### config.mk
export PLATFORM = sky130hd
export DESIGN_NAME = rgbgd_diffuse
export DESIGN_NICKNAME = d
export VERILOG_FILES = /design/src/rgbgd_pkg.sv /design/src/rgbgd_diffuse.sv
export SDC_FILE = /design/constraint.sdc
export NUM_CORES = 1
export LEC_CHECK = 0
export BUFFER_PORTS_ARGS = -buffer_cell sky130_fd_sc_hd__buf_4
export CORE_MARGIN = 1
export CORE_UTILIZATION = 30
export DETAILED_ROUTE_END_ITERATION = 16
export PLACE_DENSITY = 0.5
export RECOVER_POWER = 50
export SKIP_LAST_GASP = 1
export SYNTH_ARGS = -nofsm -noshare
export SYNTH_HDL_FRONTEND = slang
export SYNTH_SLANG_ARGS = --single-unit
### constraint.sdc
create_clock -name vclk -period 13.1
set_input_delay 1.965 -clock vclk [all_inputs]
set_output_delay 1.965 -clock vclk [all_outputs]
set_load 0.01 [all_outputs]
### src/rgbgd_pkg.sv
// ----------------------------------------------------------------------------
// rgbgd_pkg
// Shared types, constants and arithmetic helpers for the RGB565 gray
// error-diffusion ditherer.
// ----------------------------------------------------------------------------
package rgbgd_pkg;

    localparam int PIXEL_W     = 16;
    localparam int GRAY_W      = 8;
    localparam int ERR_W       = 6;
    localparam int ROW_W       = 10;
    localparam int CFG_INDEX_W = 2;
    localparam int CFG_DATA_W  = 11;

    localparam int HEIGHT_LIMIT = 1024;
    localparam int WIDTH_RESET  = 960;
    localparam int HEIGHT_RESET = 540;

    localparam logic [CFG_INDEX_W-1:0] REG_IMAGE_WIDTH  = CFG_INDEX_W'(0);
    localparam logic [CFG_INDEX_W-1:0] REG_IMAGE_HEIGHT = CFG_INDEX_W'(1);

    typedef logic signed [ERR_W-1:0] err_t;

    typedef struct packed {
        logic first_row;
        logic first_col;
        logic last_col;
        logic last_row;
    } ctl_t;

    typedef struct packed {
        err_t right;
        err_t below_left;
        err_t below;
        err_t below_right;
    } shares_t;

    // nearest of 16 levels: floor((v + 8) / 17) via reciprocal 241/4096
    function automatic logic [3:0] level_of(input logic [GRAY_W-1:0] v);
        logic [15:0] prod;
        prod = 16'({1'b0, v} + 9'd8) * 16'd241;
        return prod[15:12];
    endfunction

    // floor(k * e / 16)
    function automatic err_t share_of(input logic signed [4:0] e, input logic [2:0] k);
        logic signed [8:0] prod;
        prod = 9'(e) * $signed({6'b0, k});
        return ERR_W'(prod >>> 4);
    endfunction

    // gray level back to rgb565 with bytes swapped
    function automatic logic [PIXEL_W-1:0] pack_gray(input logic [GRAY_W-1:0] q);
        logic [PIXEL_W-1:0] packed_px;
        packed_px = {q[7:3], q[7:2], q[7:3]};
        return {packed_px[7:0], packed_px[15:8]};
    endfunction

endpackage

### src/rgbgd_diffuse.sv
// ----------------------------------------------------------------------------
// rgbgd_diffuse
// Adds the carried error to a gray value, clamps, quantizes to 16 levels
// and splits the residual into the four neighbor shares.
// ----------------------------------------------------------------------------
module rgbgd_diffuse (
    input  logic [rgbgd_pkg::GRAY_W-1:0]  gray,
    input  rgbgd_pkg::err_t               row_err,
    input  rgbgd_pkg::err_t               carry,
    output logic [rgbgd_pkg::PIXEL_W-1:0] pixel_out,
    output rgbgd_pkg::shares_t            shares
);

    logic signed [9:0]                sum;
    logic [rgbgd_pkg::GRAY_W-1:0]     v;
    logic [3:0]                       lvl;
    logic [rgbgd_pkg::GRAY_W-1:0]     q;
    logic signed [9:0]                resid;
    logic signed [4:0]                e;

    always_comb
    begin
        sum = $signed({2'b00, gray}) + 10'(row_err) + 10'(carry);
        if (sum < 0)
        begin
            v = '0;
        end
        else if (sum > 10'sd255)
        begin
            v = 8'd255;
        end
        else
        begin
            v = sum[7:0];
        end
        lvl   = rgbgd_pkg::level_of(v);
        q     = {lvl, lvl};
        resid = $signed({2'b00, v}) - $signed({2'b00, q});
        e     = resid[4:0];

        pixel_out          = rgbgd_pkg::pack_gray(q);
        shares.right       = rgbgd_pkg::share_of(e, 3'd7);
        shares.below_left  = rgbgd_pkg::share_of(e, 3'd3);
        shares.below       = rgbgd_pkg::share_of(e, 3'd5);
        shares.below_right = rgbgd_pkg::share_of(e, 3'd1);
    end

endmodule

# Word level (Yosys, flattened, before mapping)
# Index checks and enable logic that the tools add are counted.
# totals
register_bits,0
in_bits,20
output_inout_bits,40
wordCells,12
# op_classes
n_addsub,4
mul,4
order_cmp,2
n_mux,2
# op_table
operator,n
5-bit by 4-bit multiplier with 9-bit output (second input constant),2
9-bit by 8-bit multiplier with 16-bit output (second input constant),1
8-bit two-way mux,2
10-bit by 6-bit adder with 10-bit output,1
9-bit by 6-bit adder with 10-bit output,1
10-bit by 9-bit > comparator with 1-bit output (second input constant),1
10-bit by 1-bit less-than comparator with 1-bit output (second input constant),1
8-bit by 4-bit adder with 9-bit output (second input constant),1
5-bit by 3-bit multiplier with 8-bit output (second input constant),1
5-bit subtractor,1

# Longest topological paths before layout
# depth
ltp_word,9
ltp_mapped,45
depth_no_buf,44

# Worst setup path after synthesis
# OpenSTA, ideal clock, no wires.
# synth_timing
kind,in2out
start,input port gray[1] (netlist bit)
end,output port shares[23] (netlist bit)
arrival_time_ns,11.778
required_time_ns,11.135
setup_slack_ns,-0.643
path_stages,45
n_path_buf,2
path_cell_list,inv_1 fa_1 inv_1 ha_1 inv_1 fa_1 nand2b_1 a211oi_1 or4_4 nand3_1 a21oi_1 ha_1 inv_1 xnor2_1 xnor2_1 xnor2_1 fa_1 inv_1 (+9 left out) buf_6 ha_1 fa_1 nor2b_1 o21ai_0 nand2b_1 xnor2_2 xnor2_4 ha_1 ha_1 xor2_1 ha_1 o21a_1 nor2_1 nor2_1 o21a_1 mux2i_1 buf_4
# synth_lines
item,line_no,source
"start, declared",rgbgd_diffuse.sv:7,"input logic [rgbgd_pkg::GRAY_W-1:0] gray,"
"end, declared",rgbgd_diffuse.sv:11,output rgbgd_pkg::shares_t shares

==> out/metrics.csv <==
metric;value;unit
final hold vios;0;
ratio of cells with drive above 1 in the final layout;45.9;%
Floorplan Core Area;8890;sq um
kind of capture point of the worst setup path;output pin;
wire length of the first global-routing pass;11200;um
largest net degree at the start of global routing;14;
x dimension of the die;98.6;um
via count normalized by instance count;4.82;
cell with the most instances on the worst path;sky130_fd_sc_hd__fa_1;
combined area of the multi-input logic cells;2910;sq um
global-route total usage across every layer;13.8;%
final routed DRC violation total;0;
full die area;9720;sq um
RePlAce Congestion;0.822;
Cells after DPL;510;
Clock Buffer Count;0;
# fillers;851;
initial drt markers;134;
DRT Wirelength;6880;um
end point of the worst hold path;shares[21];
sort of element at the start of the critical path;input pin;
Critical Path RT;11.14;ns
count of placed standard cells in the final layout, fillers left out;533;
mean instance size in the synthesized netlist;8.46;sq um
maximum fanout along the worst path;6;
RSZ-0062 raised after global routing;yes;
number of setup violations in the final report;0;
beginning of the worst hold path;carry[0];
number of I/O pins;60;
initial antenna violation count;0;
Vert. Die Dim;98.6;um
layout overhead on the synthesized area;48.8;%
worst endpoint data arrival time;11.03;ns
time the worst path needs with I/O delays and setup;13.00;ns
standard cell with the maximum stage delay on the critical path;sky130_fd_sc_hd__fa_1;
netlist area before placement;2800;sq um
unique cell type count in the Yosys netlist;55;
Sum Neg Setup Slack;0;ns
leftover overflow at the end of global routing;0;
count of hold buffers inserted by post-cts repair;0;
Slew Limit Headroom;67.4;%
Post-Syn Nets;435;
mean routed wirelength per cell;12.9;um
kind of critical path;input pin to output pin;
Final ANT Viol Nets;0;
via count of the first global-routing pass;2358;
synthesis warning total;0;
initial cell density of the core;31.5;%
Hold Crit Class;input pin to output pin;
Peak Freq;76.9;MHz
gate count of the mapped netlist;331;
total of max-cap violations;0;
Largest stage delay, worst path;0.52;ns
HPWL after detailed placement;5890;um
nets@finish;531;
via total after detailed routing;2568;
number of inserted diodes;0;
transition time at the pin with the least slew margin;0.487;ns
combined flip-flop and latch cell area;0;sq um
FP Rows;34;
final number of max-transition violations;0;
Worst Hold Depth;8;
portion of the clock cycle consumed by the worst path in the final layout;99.2;%
FF+latch count;0;
sequential-to-total area share from yosys stat;0;%
number of search-and-repair iterations in the first detailed-routing pass;4;
port buffer count;60;
result of the run;completed;
## per-layer routing
metal | GRT usage (%) | vias up | wire (um)
li1 | - | 1305 | -
met1 | 21.1 | 1197 | 3430
met2 | 22.7 | 62 | 3180
met3 | 0.780 | 4 | 272
met4 | 0 | 0 | 2
met5 | 0 | - | 0
## cells in the final DEF, fill, tap and decap left out, types with 3 or more instances in the layout
master                     netlist  layout
sky130_fd_sc_hd__nor2_2          1       3
sky130_fd_sc_hd__fa_1           24      22
sky130_fd_sc_hd__nand2b_1        6       4
sky130_fd_sc_hd__ha_4            0      12
sky130_fd_sc_hd__nand3_1         6       4
sky130_fd_sc_hd__buf_4          21     112
sky130_fd_sc_hd__nor2b_1         5       4
sky130_fd_sc_hd__a21oi_1        12       7
sky130_fd_sc_hd__o21ai_1         1       4
sky130_fd_sc_hd__a21o_1          7       7
sky130_fd_sc_hd__inv_2           0       8
sky130_fd_sc_hd__nand4_1         4       4
sky130_fd_sc_hd__nor2_1         21      17
sky130_fd_sc_hd__nand2_1        11      11
sky130_fd_sc_hd__xnor2_2         1       6
sky130_fd_sc_hd__o211ai_1        3       3
sky130_fd_sc_hd__and3_1          3       3
sky130_fd_sc_hd__o21ai_0        16      12
sky130_fd_sc_hd__xor2_1         11       9
sky130_fd_sc_hd__inv_1          45      35
sky130_fd_sc_hd__ha_1           60      46
sky130_fd_sc_hd__nor3_1          4       4
sky130_fd_sc_hd__buf_6           2       8
sky130_fd_sc_hd__xnor2_1        24      18
sky130_fd_sc_hd__a21oi_4         0       3
## kinds of logic (layout without fill, tap and decap cells)
group	Yosys count	count (layout)	synth area share (%)
fa+ha+maj	85	85	44.3
simple gates	72	72	13.6
buf+inv	72	166	13.1
compound gates	63	63	15.3
xor+xnor	38	38	13.4
mux	1	1	0.357
## timing repair
item,4_1_cts,5_1_grt
endpoints found under the hold margin,0,0
setup buffers,6,17
gates cloned,0,0
pin swaps,6,38
gates resized for setup,9,61
setup endpoints to repair,4,13
## per-stage QoR
stage	instance area, sq um	worst slack [ns]	hold slack, ns	utilization, %
final	4170	0.104	5.03	46.9
after global routing	4170	-0.362	5.09	46.9
after CTS	3690	0.00374	5.03	41.5
after detailed placement	3600	-0.282	4.99	40.5
after global placement	3600	-0.149	5.00	40.5
after floorplan	2930	0.00681	4.65	-
## critical path, delay by kind of cell
family	cells	cell delay, ns
adder cells (fa/ha/maj)	11	4.06
buffers and inverters	11	1.20
AND/OR/NAND/NOR	7	1.26
AO/OA/AOI/OAI	12	2.12
XOR/XNOR	2	0.39
## how the worst max path moves through the flow
stage	endpoint	slack, ns	depth (start not counted)	startpoint
finish	shares[21]	0.10	43	gray[1]
floorplan	shares[23]	0.007	45	gray[1]
detailed placement	shares[21]	-0.28	42	row_err[1]
CTS	shares[21]	0.004	42	gray[1]
global route	shares[21]	-0.36	43	gray[1]
global placement	shares[21]	-0.15	42	gray[1]
## cells in the mapped netlist, drive strengths merged, types with 5 or more instances
cell type,number,share of area (%)
nand3,6,1.1
buf,26,6.9
o21ai,17,3.0
nand2,11,1.5
nand2b,6,1.3
inv,45,6.0
nor2,22,3.0
a21oi,12,2.1
ha,60,27
fa,24,17
a21o,7,1.9
xor2,11,3.4
nor2b,5,1.1
xnor2,26,9.1
## cell type report
cell class | count | share of cell area, %
tap | 108 | 3.24
inverter | 45 | 4.17
timing repair buffer | 121 | 22.8
multi-input combinational | 259 | 69.8
Power is not shown: default switching activity piles up to over one toggle a cycle in this logic, so the estimate is an artifact.
